==> config.mk <==
export PLATFORM = sky130hd
export DESIGN_NAME = phase_accumulator_four_modes_top
export DESIGN_NICKNAME = d
export VERILOG_FILES = /design/src/rtl/pafm_pkg.sv /design/src/rtl/pafm_mul.sv /design/src/rtl/pafm_div.sv /design/src/rtl/phase_accumulator_four_modes_top.sv
export SDC_FILE = /design/constraint.sdc
export NUM_CORES = 2
export LEC_CHECK = 0
export BUFFER_PORTS_ARGS = -buffer_cell sky130_fd_sc_hd__buf_2
export CAP_MARGIN = 30
export CORE_ASPECT_RATIO = 1.2
export CORE_MARGIN = 10
export CORE_UTILIZATION = 50
export CTS_CLUSTER_SIZE = 10
export DETAILED_ROUTE_END_ITERATION = 12
export GPL_ROUTABILITY_DRIVEN = 0
export PLACE_DENSITY = 0.66
export SLEW_MARGIN = 20
export SYNTH_ARGS = -nofsm -noshare
export SYNTH_HDL_FRONTEND = slang
export SYNTH_SLANG_ARGS = --single-unit
export TNS_END_PERCENT = 5
==> constraint.sdc <==
create_clock -name i_clk -period 9.92 [get_ports i_clk]
set_clock_uncertainty 0.05 [all_clocks]
set_input_delay 1.488 -clock i_clk [delete_from_list [all_inputs] [get_ports i_clk]]
set_output_delay 1.488 -clock i_clk [all_outputs]
set_load 0.02 [all_outputs]
==> src/rtl/pafm_pkg.sv <==
package pafm_pkg;

    // field widths
    localparam int IncW   = 25;
    localparam int CvW    = 12;
    localparam int SpanW  = 26;
    localparam int PhaseW = 25;
    localparam int CfgW   = 26;
    localparam int CfgIdxW = 1;

    // working value width for the phase arithmetic
    localparam int VW = 40;

    // serial multiplier
    localparam int MulAW   = 28;
    localparam int MulBW   = 26;
    localparam int MulHiW  = 30;
    localparam int ProdW   = MulHiW + MulBW;
    localparam int MulCntW = $clog2(MulBW);
    localparam int BiasW   = 16;

    // serial divider
    localparam int DivNW   = 27;
    localparam int DivDW   = 12;
    localparam int DivCntW = $clog2(DivNW);

    // shifts
    localparam int FmShift  = 11;
    localparam int PmShift  = 11;
    localparam int ThrShift = 12;
    localparam int QShift   = 16;

    // constants
    localparam logic [SpanW-1:0] SPAN_MAX   = SpanW'(33554432);
    localparam logic [SpanW-1:0] SPAN_RESET = SpanW'(16777216);
    localparam logic [SpanW-1:0] SPAN_MIN   = SpanW'(1);
    localparam logic [DivNW-1:0] RECIP_NUM  = DivNW'(134215680);
    localparam logic [CvW-1:0]   CV_FULL    = CvW'(4095);
    localparam logic [CvW-1:0]   CV_HIGH    = CvW'(4094);
    localparam logic [CvW-1:0]   CV_LOW     = CvW'(1);
    localparam logic [BiasW-1:0] RND_Q16    = BiasW'(32768);
    localparam logic [BiasW-1:0] RND_THR    = BiasW'(2048);

    typedef enum logic [1:0] {
        MODE_ROOT = 2'd0,
        MODE_DUTY = 2'd1,
        MODE_FM   = 2'd2,
        MODE_PM   = 2'd3
    } t_mode;

    localparam logic [CfgIdxW-1:0] REG_MODE = CfgIdxW'(0);
    localparam logic [CfgIdxW-1:0] REG_SPAN = CfgIdxW'(1);

    typedef struct packed {
        logic busy;
        logic done;
    } t_unit_stat;

endpackage

==> src/rtl/pafm_mul.sv <==
module pafm_mul
    import pafm_pkg::*;
(
    input  logic                     i_clk,
    input  logic                     i_rst_n,
    input  logic                     i_start,
    input  logic signed [MulAW-1:0]  i_mcand,
    input  logic [MulBW-1:0]         i_mplier,
    input  logic [BiasW-1:0]         i_bias,
    output logic signed [ProdW-1:0]  o_prod,
    output t_unit_stat               o_stat
);

    logic                      r_busy;
    logic                      r_done;
    logic [MulCntW-1:0]        r_cnt;
    logic signed [MulAW-1:0]   r_a;
    logic [MulBW-1:0]          r_b;
    logic signed [MulHiW-1:0]  r_hi;
    logic [MulBW-1:0]          r_lo;

    logic signed [MulHiW-1:0]  addend;
    logic signed [MulHiW-1:0]  sum;

    // one multiplier bit per cycle, accumulator shifts right
    assign addend = r_b[0] ? {{(MulHiW-MulAW){r_a[MulAW-1]}}, r_a} : '0;
    assign sum    = r_hi + addend;

    always_ff @(posedge i_clk) begin
        if (!i_rst_n) begin
            r_busy <= 1'b0;
            r_done <= 1'b0;
            r_cnt  <= '0;
        end else begin
            r_done <= 1'b0;
            if (i_start) begin
                r_busy <= 1'b1;
                r_cnt  <= '0;
            end else if (r_busy) begin
                r_cnt <= r_cnt + 1'b1;
                if (r_cnt == MulCntW'(MulBW - 1)) begin
                    r_busy <= 1'b0;
                    r_done <= 1'b1;
                end
            end
        end
    end

    always_ff @(posedge i_clk) begin
        if (i_start) begin
            r_a  <= i_mcand;
            r_b  <= i_mplier;
            r_hi <= {{(MulHiW-BiasW){1'b0}}, i_bias};
            r_lo <= '0;
        end else if (r_busy) begin
            r_b  <= {1'b0, r_b[MulBW-1:1]};
            r_hi <= {sum[MulHiW-1], sum[MulHiW-1:1]};
            r_lo <= {sum[0], r_lo[MulBW-1:1]};
        end
    end

    assign o_prod      = {r_hi, r_lo};
    assign o_stat.busy = r_busy;
    assign o_stat.done = r_done;

`ifndef SYNTHESIS
    a_done_after_run: assert property (@(posedge i_clk) disable iff (!i_rst_n)
        r_done |-> $past(r_busy) && !r_busy)
        else $error("multiplier done without a run");
`endif

endmodule

==> src/rtl/pafm_div.sv <==
module pafm_div
    import pafm_pkg::*;
(
    input  logic               i_clk,
    input  logic               i_rst_n,
    input  logic               i_start,
    input  logic [DivNW-1:0]   i_dvd,
    input  logic [DivDW-1:0]   i_dvs,
    output logic [DivNW-1:0]   o_quo,
    output t_unit_stat         o_stat
);

    logic               r_busy;
    logic               r_done;
    logic [DivCntW-1:0] r_cnt;
    logic [DivNW-1:0]   r_q;
    logic [DivDW-1:0]   r_rem;
    logic [DivDW-1:0]   r_dvs;

    logic [DivDW:0]     trial;
    logic               ge;
    logic [DivDW:0]     diff;

    // restoring division, one quotient bit per cycle
    assign trial = {r_rem, r_q[DivNW-1]};
    assign ge    = trial >= {1'b0, r_dvs};
    assign diff  = trial - {1'b0, r_dvs};

    always_ff @(posedge i_clk) begin
        if (!i_rst_n) begin
            r_busy <= 1'b0;
            r_done <= 1'b0;
            r_cnt  <= '0;
        end else begin
            r_done <= 1'b0;
            if (i_start) begin
                r_busy <= 1'b1;
                r_cnt  <= '0;
            end else if (r_busy) begin
                r_cnt <= r_cnt + 1'b1;
                if (r_cnt == DivCntW'(DivNW - 1)) begin
                    r_busy <= 1'b0;
                    r_done <= 1'b1;
                end
            end
        end
    end

    always_ff @(posedge i_clk) begin
        if (i_start) begin
            r_q   <= i_dvd;
            r_rem <= '0;
            r_dvs <= i_dvs;
        end else if (r_busy) begin
            r_q   <= {r_q[DivNW-2:0], ge};
            r_rem <= ge ? diff[DivDW-1:0] : trial[DivDW-1:0];
        end
    end

    assign o_quo       = r_q;
    assign o_stat.busy = r_busy;
    assign o_stat.done = r_done;

`ifndef SYNTHESIS
    a_rem_below_dvs: assert property (@(posedge i_clk) disable iff (!i_rst_n)
        r_busy && !$past(i_start) |-> r_rem < r_dvs)
        else $error("divider remainder not below divisor");
`endif

endmodule

==> src/rtl/phase_accumulator_four_modes_top.sv <==
// one word in flight: a new input word is accepted only in idle, and the sequencer
// returns to idle once the result word is loaded into the output register
// the serial multiplier and divider set the long paths
// synchronous active-low reset: mode root, span 16777216, phase, hidden phase and
// previous cv cleared, no result pending
module phase_accumulator_four_modes_top
    import pafm_pkg::*;
(
    input  logic                     i_clk,
    input  logic                     i_rst_n,
    // configuration write port
    input  logic                     i_cfg_we,
    input  logic [CfgIdxW-1:0]       i_cfg_index,
    input  logic [CfgW-1:0]          i_cfg_data,
    // input channel
    input  logic                     i_in_valid,
    output logic                     o_in_stall,
    input  logic signed [IncW-1:0]   i_attack_increment,
    input  logic signed [IncW-1:0]   i_release_increment,
    input  logic                     i_in_attack,
    input  logic [CvW-1:0]           i_cv_sample,
    input  logic [CvW-1:0]           i_cv_average,
    // output channel
    output logic                     o_out_valid,
    input  logic                     i_out_stall,
    output logic [PhaseW-1:0]        o_phase
);

    // sequencer states, one-hot
    typedef enum logic [16:0] {
        S_IDLE    = 17'b00000000000000001,
        S_START   = 17'b00000000000000010,
        S_FM_MUL  = 17'b00000000000000100,
        S_CLAMP   = 17'b00000000000001000,
        S_ADD_INC = 17'b00000000000010000,
        S_WRAP1   = 17'b00000000000100000,
        S_WRAP2   = 17'b00000000001000000,
        S_FIN     = 17'b00000000010000000,
        S_HWRAP1  = 17'b00000000100000000,
        S_HWRAP2  = 17'b00000001000000000,
        S_HSAVE   = 17'b00000010000000000,
        S_THR_MUL = 17'b00000100000000000,
        S_DIV     = 17'b00001000000000000,
        S_HK_MUL  = 17'b00010000000000000,
        S_SK_MUL  = 17'b00100000000000000,
        S_SPARE0  = 17'b01000000000000000,
        S_SPARE1  = 17'b10000000000000000
    } t_state;

    t_state r_state;
    t_state n_state;

    // configuration registers
    t_mode              r_mode;
    logic [SpanW-1:0]   r_span_twice;

    // architectural state
    logic [PhaseW-1:0]  r_phase;
    logic [PhaseW-1:0]  r_hidden;
    logic [CvW-1:0]     r_prev;

    // word latched at acceptance
    logic signed [IncW-1:0] r_atk;
    logic signed [IncW-1:0] r_rel;
    logic                   r_att;
    logic [CvW-1:0]         r_cv;
    logic [CvW-1:0]         r_avg;
    logic [SpanW-1:0]       r_span;

    // working registers
    logic signed [VW-1:0]   r_v;
    logic [DivNW-1:0]       r_k;
    logic                   r_below;

    // output register
    logic                   r_out_valid;
    logic [PhaseW-1:0]      r_out_phase;

    // serial units; the multiplier is shared by the fm and duty steps
    logic                   mul_start;
    logic signed [MulAW-1:0] mul_a;
    logic [MulBW-1:0]       mul_b;
    logic [BiasW-1:0]       mul_bias;
    logic signed [ProdW-1:0] mul_prod;
    t_unit_stat             mul_stat;

    logic                   div_start;
    logic [DivDW-1:0]       div_dvs;
    logic [DivNW-1:0]       div_quo;
    t_unit_stat             div_stat;

    // combinational helpers
    logic                   in_acc;
    logic                   out_free;
    logic                   out_load;
    logic [SpanW-1:0]       span_eff;
    logic [SpanW-1:0]       span_m1;
    logic signed [VW-1:0]   span_v;
    logic signed [VW-1:0]   phase_v;
    logic signed [VW-1:0]   hidden_v;
    logic signed [IncW-1:0] inc_sel;
    logic signed [VW-1:0]   inc_v;
    logic signed [VW-1:0]   atk_v;
    logic signed [CvW:0]    cv_d;
    logic signed [VW-1:0]   cvd_v;
    logic [CvW-1:0]         avg_c;
    logic [CvW-1:0]         a_duty;
    logic [CvW-1:0]         fm_m;
    logic signed [VW-1:0]   wrap_dn;
    logic signed [VW-1:0]   wrap_up;
    logic [PhaseW-1:0]      wrap_fin;
    logic signed [VW-1:0]   clamp_v;
    logic signed [VW-1:0]   fm_step;
    logic signed [VW-1:0]   q_prod;
    logic                   thr_below;

    // handshakes: a new word only from idle, result held until taken
    assign in_acc     = i_in_valid && (r_state == S_IDLE);
    assign o_in_stall = (r_state != S_IDLE);
    assign out_free   = !r_out_valid || !i_out_stall;
    assign out_load   = (r_state == S_FIN) && out_free;

    // effective span: zero acts as one, above the table limit saturates
    assign span_eff = (r_span_twice == '0)      ? SPAN_MIN :
                      (r_span_twice > SPAN_MAX) ? SPAN_MAX : r_span_twice;
    assign span_m1  = r_span - 1'b1;
    assign span_v   = $signed({{(VW-SpanW){1'b0}}, r_span});
    assign phase_v  = $signed({{(VW-PhaseW){1'b0}}, r_phase});
    assign hidden_v = $signed({{(VW-PhaseW){1'b0}}, r_hidden});

    // increment chosen by the attack flag
    assign inc_sel = r_att ? r_atk : r_rel;
    assign inc_v   = {{(VW-IncW){inc_sel[IncW-1]}}, inc_sel};
    assign atk_v   = {{(VW-IncW){r_atk[IncW-1]}}, r_atk};

    // phase modulation: cv difference scaled up
    assign cv_d  = $signed({1'b0, r_cv}) - $signed({1'b0, r_prev});
    assign cvd_v = {{(VW-CvW-1-PmShift){cv_d[CvW]}}, cv_d, {PmShift{1'b0}}};

    // duty cycle uses the clamped average, fm the raw one
    assign avg_c  = (r_avg < CV_LOW)  ? CV_LOW :
                    (r_avg > CV_HIGH) ? CV_HIGH : r_avg;
    assign a_duty = CV_FULL - avg_c;
    assign fm_m   = r_att ? (CV_FULL - r_avg) : r_avg;

    // wrap in two steps, then pin to [0, span-1]
    assign wrap_dn  = (r_v >= span_v) ? (r_v - span_v) : r_v;
    assign wrap_up  = (r_v < 0) ? (r_v + span_v) : r_v;
    assign wrap_fin = (r_v < 0)       ? '0 :
                      (r_v >= span_v) ? span_m1[PhaseW-1:0] : r_v[PhaseW-1:0];
    assign clamp_v  = (r_v < 0) ? '0 : (r_v > span_v) ? span_v : r_v;

    // product slices: floor shift for fm, q16 for the duty products
    assign fm_step = $signed(mul_prod[VW+FmShift-1:FmShift]);
    assign q_prod  = $signed(mul_prod[ProdW-1:QShift]);

    // threshold test: hidden phase below round(span * (4095 - clamped avg) / 4096)
    assign thr_below = {{(ProdW-ThrShift-PhaseW){1'b0}}, r_hidden}
                       < mul_prod[ProdW-1:ThrShift];

    // operand selection for the multiplier
    always_comb begin
        mul_start = 1'b0;
        mul_a     = '0;
        mul_b     = '0;
        mul_bias  = '0;
        case (r_state)
            S_START: begin
                if (r_mode == MODE_FM) begin
                    mul_start = 1'b1;
                    mul_a     = {{(MulAW-IncW){inc_sel[IncW-1]}}, inc_sel};
                    mul_b     = {{(MulBW-CvW){1'b0}}, fm_m};
                end
            end
            S_HSAVE: begin
                mul_start = 1'b1;
                mul_a     = $signed({{(MulAW-SpanW){1'b0}}, r_span});
                mul_b     = {{(MulBW-CvW){1'b0}}, a_duty};
                mul_bias  = RND_THR;
            end
            S_DIV: begin
                mul_start = div_stat.done;
                mul_a     = $signed({{(MulAW-DivNW){1'b0}}, div_quo});
                mul_b     = {{(MulBW-PhaseW){1'b0}}, r_hidden};
                mul_bias  = RND_Q16;
            end
            S_HK_MUL: begin
                mul_start = mul_stat.done && !r_below;
                mul_a     = $signed({{(MulAW-DivNW){1'b0}}, r_k});
                mul_b     = r_span;
                mul_bias  = RND_Q16;
            end
            default: begin
                mul_start = 1'b0;
            end
        endcase
    end

    // reciprocal divisor picked by the threshold test
    assign div_start = (r_state == S_THR_MUL) && mul_stat.done;
    assign div_dvs   = thr_below ? a_duty : avg_c;

    pafm_mul u_mul (
        .i_clk    (i_clk),
        .i_rst_n  (i_rst_n),
        .i_start  (mul_start),
        .i_mcand  (mul_a),
        .i_mplier (mul_b),
        .i_bias   (mul_bias),
        .o_prod   (mul_prod),
        .o_stat   (mul_stat)
    );

    pafm_div u_div (
        .i_clk   (i_clk),
        .i_rst_n (i_rst_n),
        .i_start (div_start),
        .i_dvd   (RECIP_NUM),
        .i_dvs   (div_dvs),
        .o_quo   (div_quo),
        .o_stat  (div_stat)
    );

    // sequencer
    always_comb begin
        n_state = r_state;
        case (r_state)
            S_IDLE: begin
                if (in_acc) n_state = S_START;
            end
            S_START: begin
                if (r_mode == MODE_DUTY)    n_state = S_HWRAP1;
                else if (r_mode == MODE_FM) n_state = S_FM_MUL;
                else if (r_mode == MODE_PM) n_state = S_CLAMP;
                else                        n_state = S_WRAP1;
            end
            S_FM_MUL: begin
                if (mul_stat.done) n_state = S_CLAMP;
            end
            S_CLAMP: begin
                n_state = (r_mode == MODE_PM) ? S_ADD_INC : S_WRAP1;
            end
            S_ADD_INC: n_state = S_WRAP1;
            S_WRAP1:   n_state = S_WRAP2;
            S_WRAP2:   n_state = S_FIN;
            S_FIN: begin
                if (out_free) n_state = S_IDLE;
            end
            S_HWRAP1:  n_state = S_HWRAP2;
            S_HWRAP2:  n_state = S_HSAVE;
            S_HSAVE:   n_state = S_THR_MUL;
            S_THR_MUL: begin
                if (mul_stat.done) n_state = S_DIV;
            end
            S_DIV: begin
                if (div_stat.done) n_state = S_HK_MUL;
            end
            S_HK_MUL: begin
                if (mul_stat.done) n_state = r_below ? S_WRAP1 : S_SK_MUL;
            end
            S_SK_MUL: begin
                if (mul_stat.done) n_state = S_WRAP1;
            end
            default: n_state = S_IDLE;
        endcase
    end

    // control and architectural state
    always_ff @(posedge i_clk) begin
        if (!i_rst_n) begin
            r_state      <= S_IDLE;
            r_mode       <= MODE_ROOT;
            r_span_twice <= SPAN_RESET;
            r_phase      <= '0;
            r_hidden     <= '0;
            r_prev       <= '0;
            r_out_valid  <= 1'b0;
        end else begin
            r_state <= n_state;
            if (i_cfg_we) begin
                case (i_cfg_index)
                    REG_MODE: r_mode       <= t_mode'(i_cfg_data[1:0]);
                    REG_SPAN: r_span_twice <= i_cfg_data[SpanW-1:0];
                    default:  r_mode       <= r_mode;
                endcase
            end
            if (r_state == S_HSAVE) r_hidden <= wrap_fin;
            if (out_load) begin
                r_phase <= wrap_fin;
                r_prev  <= r_cv;
            end
            r_out_valid <= out_load || (r_out_valid && i_out_stall);
        end
    end

    // datapath, no reset needed
    always_ff @(posedge i_clk) begin
        if (in_acc) begin
            r_atk  <= i_attack_increment;
            r_rel  <= i_release_increment;
            r_att  <= i_in_attack;
            r_cv   <= i_cv_sample;
            r_avg  <= i_cv_average;
            r_span <= span_eff;
        end
        case (r_state)
            S_START: begin
                if (r_mode == MODE_DUTY)    r_v <= hidden_v + atk_v;
                else if (r_mode == MODE_PM) r_v <= phase_v + cvd_v;
                else if (r_mode != MODE_FM) r_v <= phase_v + inc_v;
            end
            S_FM_MUL: begin
                if (mul_stat.done) r_v <= phase_v + fm_step;
            end
            S_CLAMP:            r_v <= clamp_v;
            S_ADD_INC:          r_v <= r_v + inc_v;
            S_WRAP1, S_HWRAP1:  r_v <= wrap_dn;
            S_WRAP2, S_HWRAP2:  r_v <= wrap_up;
            S_THR_MUL: begin
                if (mul_stat.done) r_below <= thr_below;
            end
            S_DIV: begin
                if (div_stat.done) r_k <= div_quo;
            end
            S_HK_MUL: begin
                // below threshold: first segment, else start of second segment
                if (mul_stat.done) r_v <= r_below ? q_prod : (q_prod + span_v);
            end
            S_SK_MUL: begin
                if (mul_stat.done) r_v <= r_v - q_prod;
            end
            default: begin
                r_v <= r_v;
            end
        endcase
        if (out_load) r_out_phase <= wrap_fin;
    end

    assign o_out_valid = r_out_valid;
    assign o_phase     = r_out_phase;

`ifndef SYNTHESIS
    // a new word is never accepted while a serial unit still runs
    a_units_free_on_accept: assert property (@(posedge i_clk) disable iff (!i_rst_n)
        (i_in_valid && !o_in_stall) |-> !mul_stat.busy && !div_stat.busy)
        else $error("word accepted while a serial unit is busy");

    // stored phase always lands inside the wrap range
    a_phase_in_span: assert property (@(posedge i_clk) disable iff (!i_rst_n)
        out_load |=> ({1'b0, r_phase} < r_span))
        else $error("stored phase outside span");
`endif

endmodule
# After elaboration in Yosys (flattened, before gate mapping)
# Index checks and enable logic that the tools add are counted.
# totals
regBits	476
inputBits	107
output_inout_bits	27
wordCells	175
# op_classes
n_addsub	17
order_cmp	8
n_eq_ne	33
muxes	54
bitwise_logic	4
n_reduce_logical	27
# ops
op	count
$mux 40	11
$pmux 40 s8	1
$pmux 17 s15	1
$mux 17	7
$pmux 28 s4	1
$pmux 26 s4	1
$mux 26	3
$mux 25	3
$mux 12	6
$add 26x25->27	2
$lt 25x44->1	1
$add 26x40->40	1
$add 39x27->40	1
$add 40x25->40	1
$add 40x27->40	1
$ge 40x27->1	1
$gt 40x27->1	1
$lt 40x1->1 const B	1
$sub 40x27->40	1
$sub 40x39->40	1
$mux 16	2
$pmux 16 s2	1
$add 29x30->30	1
$mux 30	1
other kinds (51)	92

# Depth between registers and ports, before layout
# depth
word_depth	6
ltp_mapped	24
mapped_depth_nobuf	22

# By module
# A second synthesis with hierarchy kept.
# unflattened
cells_unflattened	4014
area_unflattened_um2	35689.2
# by_module_without_submodules
module	instances	cells_each	area_per_inst_um2	seq_area_each_um2
phase_accumulator_four_modes_top	1	3202	26749.4	7947.6
pafm_mul	1	558	6007.0	3022.9
pafm_div	1	254	2932.8	1551.5

# Worst setup path before layout
# No wires, ideal clock.
# synth_path
path_kind	input port to flip-flop
startpoint	input i_in_valid
endpoint	register r_atk[0], enable pin
setup_ns	0.562
arrival_ns	5.695
t_required_ns	9.308
slack_ns	3.613
stages	2
path_buffers	0
cell_sequence	inv_1 -> nor2_1
# synth_via
elab_chain_cells	1
# synth_rtl
item	line_no	source
start, declared	phase_accumulator_four_modes_top.sv:16	input logic i_in_valid,
$logic_and 1x1->1	phase_accumulator_four_modes_top.sv:118	assign in_acc = i_in_valid && (r_state == S_IDLE);
via in_acc	phase_accumulator_four_modes_top.sv:93	logic in_acc;
end signal, assigned	phase_accumulator_four_modes_top.sv:299	r_atk <= i_attack_increment;
end, declared	phase_accumulator_four_modes_top.sv:63	logic signed [IncW-1:0] r_atk;
# The timed path passes the listed nets, and every way through them passes these cells.
# A chain may end at the register's enable or synchronous reset.

# Final worst setup path
# layout_path
startpoint	register r_att
endpoint	register r_v[35] (data pin)
# layout_via
elab_chain_cells	6
word_cells_on_any_way	7
cone_classes	add/sub (2); mux (5)
# layout_rtl
item	line_no	source
start, declared	phase_accumulator_four_modes_top.sv:65	logic r_att;
start signal, assigned	phase_accumulator_four_modes_top.sv:301	r_att <= i_in_attack;
$mux 25 *	phase_accumulator_four_modes_top.sv:132	assign inc_sel = r_att ? r_atk : r_rel;
$add 26x25->27	phase_accumulator_four_modes_top.sv:310	else if (r_mode != MODE_FM) r_v <= phase_v + inc_v;
$mux 40	phase_accumulator_four_modes_top.sv:310	
$mux 40	phase_accumulator_four_modes_top.sv:309	else if (r_mode == MODE_PM) r_v <= phase_v + cvd_v;
$mux 40	phase_accumulator_four_modes_top.sv:308	if (r_mode == MODE_DUTY) r_v <= hidden_v + atk_v;
$pmux 40 s8 *	phase_accumulator_four_modes_top.sv:306	case (r_state)
end signal, assigned	phase_accumulator_four_modes_top.sv:308	
end signal, assigned	phase_accumulator_four_modes_top.sv:309	
end signal, assigned	phase_accumulator_four_modes_top.sv:310	
end, declared	phase_accumulator_four_modes_top.sv:71	logic signed [VW-1:0] r_v;
# Every way passes the cells marked *; elsewhere a longest branch is shown, timed or not. The select of a mux whose other input is x is not followed.

==> flow_metrics.tcl <==
set metrics [dict create \
    drt-initial-drc-count 3551 \
    dp.final_hpwl_um 93060 \
    final-hold-violation-count 0 \
    synth_top_cell_by_area "sky130_fd_sc_hd__edfxtp_1" \
    port-buffer-count 133 \
    beginning_of_the_critical_path "r_att" \
    initial_utilization_pct 50.65 \
    synth_enable_flop_cells 276 \
    run_status "finished with violations" \
    power_density_over_the_cells_mw_per_mm2 163.1 \
    synth-async-reset-ratio_pct 0 \
    drtPass1Iterations 12 \
    critical_path.endpoint_type "flip-flop" \
    cts_tree "done" \
    worstSkewPairLatency_ps 630 \
    ir_drop_v 0.0002029 \
    critical_path.cell_chain "buf_4 -> mux2i_1 -> ha_1 -> o21ai_1 -> nor2_1 -> nand2_1 -> or4_4 -> or2_2 -> nor2_1 -> xnor2_1 -> a221oi_1 -> ha_1 -> a21o_1 -> a31oi_1 -> nor2_1 -> nor4b_1 -> a31oi_1 -> nand3_1 -> nand2_1 -> xor2_1 -> a221oi_1 -> o221ai_1" \
    r2r-start "r_att" \
    synth_seq_cells 463 \
    route.detailed.drc 1 \
    netlist_area_mm2 0.03407 \
    cp-start-kind "flip-flop" \
    timing.hold.ws_ps 412.1 \
    fp-row-count 104 \
    critical_path.slowest_cell "sky130_fd_sc_hd__nor4b_1" \
    layout.filler_cells 6136 \
    core-area_mm2 0.06727 \
    dr_total_vias 31070 \
    share_of_the_synthesized_area_in_the_top_cell_type_pct 24.33 \
    pin_count_of_the_biggest_net_entering_global_routing 76 \
    maxClockFrequency_ghz 0.1508 \
    grt_setup_unrepaired "false" \
    cts_h_tree_depth 2 \
    least_margin_pin_slew_ps 1025 \
    drt-vias-per-instance 6.341 \
    worst_hold_path_type "reg -> reg" \
    worst_path_clk_slew_ps 60 \
    maxCapViolations 0 \
    cells_after_synth 3870 \
    fin_tns_setup_ps 0 \
    cts_num_sinks 463 \
    cts.hold.buffers_added 0 \
    post_cts.repair.setup_buffers 0 \
    design.final.nets 4335 \
    cts_made_buffers 56 \
    grt_usage_pct 29.73 \
    failed_checks "design-rule violations" \
    multi_input_comb_area_mm2 0.02072 \
    worst_slew_margin_rel_pct 31.70 \
    power.static_leakage_uw 0.01518 \
    antenna_violating_nets_post_route 0 \
    timing.critical_path.required_ps 10200 \
    ios 134 \
    route.detailed.wl_per_inst_um 24.88 \
    design.die.area_mm2 0.07903 \
    layout_min_cycle_time_ps 6629 \
    synth_cell_types 86 \
    die-height_um 306.0 \
    critical_path_arrival_ps 6910 \
    grt_antenna_before_repair 0 \
    synthesis.yosys.warnings 0 \
    hold_path.startpoint "r_prev[9]" \
    grt_pass1_vias 29640 \
    worst-setup-path-type "reg -> reg" \
    clockBufferDepth 3 \
    report.final.slew_viol_count 0 \
    yosysSeqAreaShare_pct 35.31 \
    drt-total-wl_um 121900 \
    areaGrowthSynthToFinish_pct 10.38 \
    post_cts.resized_instances 0 \
    dieWidth_um 258.3 \
    fin_crit_share_pct 66.83 \
    antenna_cells_inserted 0 \
    synth_fp_nets 4254 \
    sequential_cell_area_mm2 0.01203 \
    setup_viol 0 \
    cts.root.buffer_cell "sky130_fd_sc_hd__clkbuf_16" \
    critPathMostFrequentCell "sky130_fd_sc_hd__nor2_1" \
    timing.critical_path.fanout_max 33 \
    post_synth.cell_area_avg_um2 8.804 \
    synth_top_cells_by_area "sky130_fd_sc_hd__edfxtp_1 24%, sky130_fd_sc_hd__dfxtp_1 11%, sky130_fd_sc_hd__ha_1 9.8%, sky130_fd_sc_hd__xnor2_1 5.6%, sky130_fd_sc_hd__nor2_1 4.0%" \
    yosys_most_used_dff "sky130_fd_sc_hd__edfxtp_1" \
    post_route_cells_drive_above_1_share_pct 8.329 \
    delay_of_the_slowest_cell_on_the_worst_path_ps 620 \
    globalRouteOverflowTotal 0 \
    first_pass_grt_wire_length_um 181300 \
]
-- sequential cells by signal (all words and copies together), names as in the netlist, 15 cells and up --
register      flops
r_span_twice     26
u_mul.r_hi       29
r_state          15
r_v              40
u_mul.r_lo       15
r_k              27
r_phase          25
u_mul.r_b        26
u_div.o_quo      27
r_rel            25
o_phase          25
r_hidden         25
r_atk            25
r_span           26
u_mul.r_a        28
-- cell usage in the layout (no fill, tap or decap), types with 23 or more instances in the layout --
master / count
sky130_fd_sc_hd__a211oi_1: 43
sky130_fd_sc_hd__and3_1: 28
sky130_fd_sc_hd__o21ai_0: 245
sky130_fd_sc_hd__clkbuf_1: 32
sky130_fd_sc_hd__a21boi_0: 45
sky130_fd_sc_hd__a31oi_1: 45
sky130_fd_sc_hd__ha_1: 267
sky130_fd_sc_hd__xnor2_1: 217
sky130_fd_sc_hd__buf_2: 134
sky130_fd_sc_hd__a21oi_1: 267
sky130_fd_sc_hd__and2_1: 64
sky130_fd_sc_hd__a21o_1: 116
sky130_fd_sc_hd__nand3_1: 61
sky130_fd_sc_hd__nand2_1: 361
sky130_fd_sc_hd__xor2_1: 85
sky130_fd_sc_hd__nor2_1: 360
sky130_fd_sc_hd__buf_4: 62
sky130_fd_sc_hd__o21a_1: 37
sky130_fd_sc_hd__o221ai_1: 23
sky130_fd_sc_hd__a221o_1: 36
sky130_fd_sc_hd__nand4_1: 43
sky130_fd_sc_hd__nor2b_1: 44
sky130_fd_sc_hd__nand2b_1: 50
sky130_fd_sc_hd__clkbuf_16: 60
sky130_fd_sc_hd__nor4_1: 34
sky130_fd_sc_hd__a221oi_1: 79
sky130_fd_sc_hd__mux2i_1: 94
sky130_fd_sc_hd__nor3_1: 89
sky130_fd_sc_hd__edfxtp_1: 276
sky130_fd_sc_hd__dfxtp_1: 185
sky130_fd_sc_hd__o211ai_1: 35
sky130_fd_sc_hd__inv_1: 181
-- cells in the mapped netlist (6+ instances only) --
cell / instances
sky130_fd_sc_hd__inv_1: 181
sky130_fd_sc_hd__o211ai_1: 35
sky130_fd_sc_hd__o21bai_1: 16
sky130_fd_sc_hd__and2_1: 64
sky130_fd_sc_hd__a31oi_1: 46
sky130_fd_sc_hd__a221o_1: 36
sky130_fd_sc_hd__a21boi_0: 45
sky130_fd_sc_hd__nor2b_1: 45
sky130_fd_sc_hd__a211oi_1: 43
sky130_fd_sc_hd__or4_1: 12
sky130_fd_sc_hd__or3_1: 18
sky130_fd_sc_hd__ha_1: 267
sky130_fd_sc_hd__nand3b_1: 9
sky130_fd_sc_hd__o21a_1: 37
sky130_fd_sc_hd__dfxtp_1: 187
sky130_fd_sc_hd__o221ai_1: 23
sky130_fd_sc_hd__nor4_1: 34
sky130_fd_sc_hd__and3_1: 28
sky130_fd_sc_hd__xor2_1: 85
sky130_fd_sc_hd__a221oi_1: 79
sky130_fd_sc_hd__nand4_1: 43
sky130_fd_sc_hd__a222oi_1: 21
sky130_fd_sc_hd__mux2i_1: 94
sky130_fd_sc_hd__nor2_1: 363
sky130_fd_sc_hd__a211o_1: 10
sky130_fd_sc_hd__edfxtp_1: 276
sky130_fd_sc_hd__buf_2: 9
sky130_fd_sc_hd__nand2b_1: 50
sky130_fd_sc_hd__a22oi_1: 6
sky130_fd_sc_hd__nor3_1: 90
sky130_fd_sc_hd__o21ai_0: 245
sky130_fd_sc_hd__xnor2_1: 218
sky130_fd_sc_hd__nand2_1: 361
sky130_fd_sc_hd__o31ai_1: 20
sky130_fd_sc_hd__buf_1: 11
sky130_fd_sc_hd__nand4b_1: 7
sky130_fd_sc_hd__nor3b_1: 13
sky130_fd_sc_hd__nand3_1: 61
sky130_fd_sc_hd__a2111oi_0: 9
sky130_fd_sc_hd__or2_2: 11
sky130_fd_sc_hd__clkbuf_1: 158
sky130_fd_sc_hd__a21oi_1: 267
sky130_fd_sc_hd__o22ai_1: 13
sky130_fd_sc_hd__fa_1: 10
sky130_fd_sc_hd__a21o_1: 116
-- path summary, 6_finish.rpt --
kind / end / slack [ps] / cells past startpoint
max: r_v[35] / 3290 / 22
min: r_prev[9] / 410 / 2
max reg2reg: r_v[35] / 3290 / 22
min reg2reg: r_prev[9] / 410 / 2
-- logic make-up (layout without fill, tap and decap cells) --
logic type | after synthesis | after routing | share of synthesized area [%]
buffers and inverters | 362 | 490 | 4.087
DFF | 463 | 463 | 35.31
adders and majority gates | 277 | 277 | 10.39
and+or+nand+nor | 1232 | 1232 | 17.15
muxes | 97 | 97 | 2.861
AOI/OAI and AO/OA | 1136 | 1136 | 22.41
xor gates and xnor gates | 303 | 303 | 7.789
-- metrics by stage --
step                      power (µW)  instance area, µm²  setup slack (ps)  instances  util, %
after floorplan                 3541               34070              3613       3870        -
after global placement          4079               35670              3548       4784    53.03
after detailed placement        4087               35720              3381       4788    53.10
after CTS                       6074               37500              3371       4893    55.75
after global routing            6370               37610              2930       4899    55.90
final                           6133               37610              3291       4899    55.90
-- where the power goes --
part / internal (µW) / total, µW / switching (µW)
logic: 656 / 1730 / 1080
clock network: 1150 / 2000 / 845
registers: 2180 / 2400 / 217
-- worst max-delay path: cells and delay by family (launching register included) --
kind	cells	cell delay [ps]
AOI/OAI and AO/OA	7	1700
and+or+nand+nor	9	2420
adders and majority gates	2	630
DFF	1	320
muxes	1	520
buffers and inverters	1	450
xor gates and xnor gates	2	240
-- area by class of cell --
| type | instances | share of cell area [%] |
|---|---|---|
| Tap cell | 901 | 2.998 |
| Timing Repair Buffer | 204 | 3.377 |
| Clock inverter | 8 | 0.2395 |
| Multi-Input combinational cell | 3045 | 55.09 |
| Sequential cell | 463 | 32.00 |
| Clock buffer | 97 | 4.495 |
| Inverter | 181 | 1.807 |
-- per-layer routing --
| metal | global-route usage, % | vias up | share of wire, % |
|---|---|---|---|
| met4 | 15.02 | 0 | 5.5 |
| met3 | 6.082 | 323 | 11 |
| li1 | - | 14450 | - |
| met5 | 0 | - | 0 |
| met2 | 46.88 | 1680 | 44 |
| met1 | 38.18 | 14610 | 39 |
No activity file was read; power rests on OpenSTA's default activity.
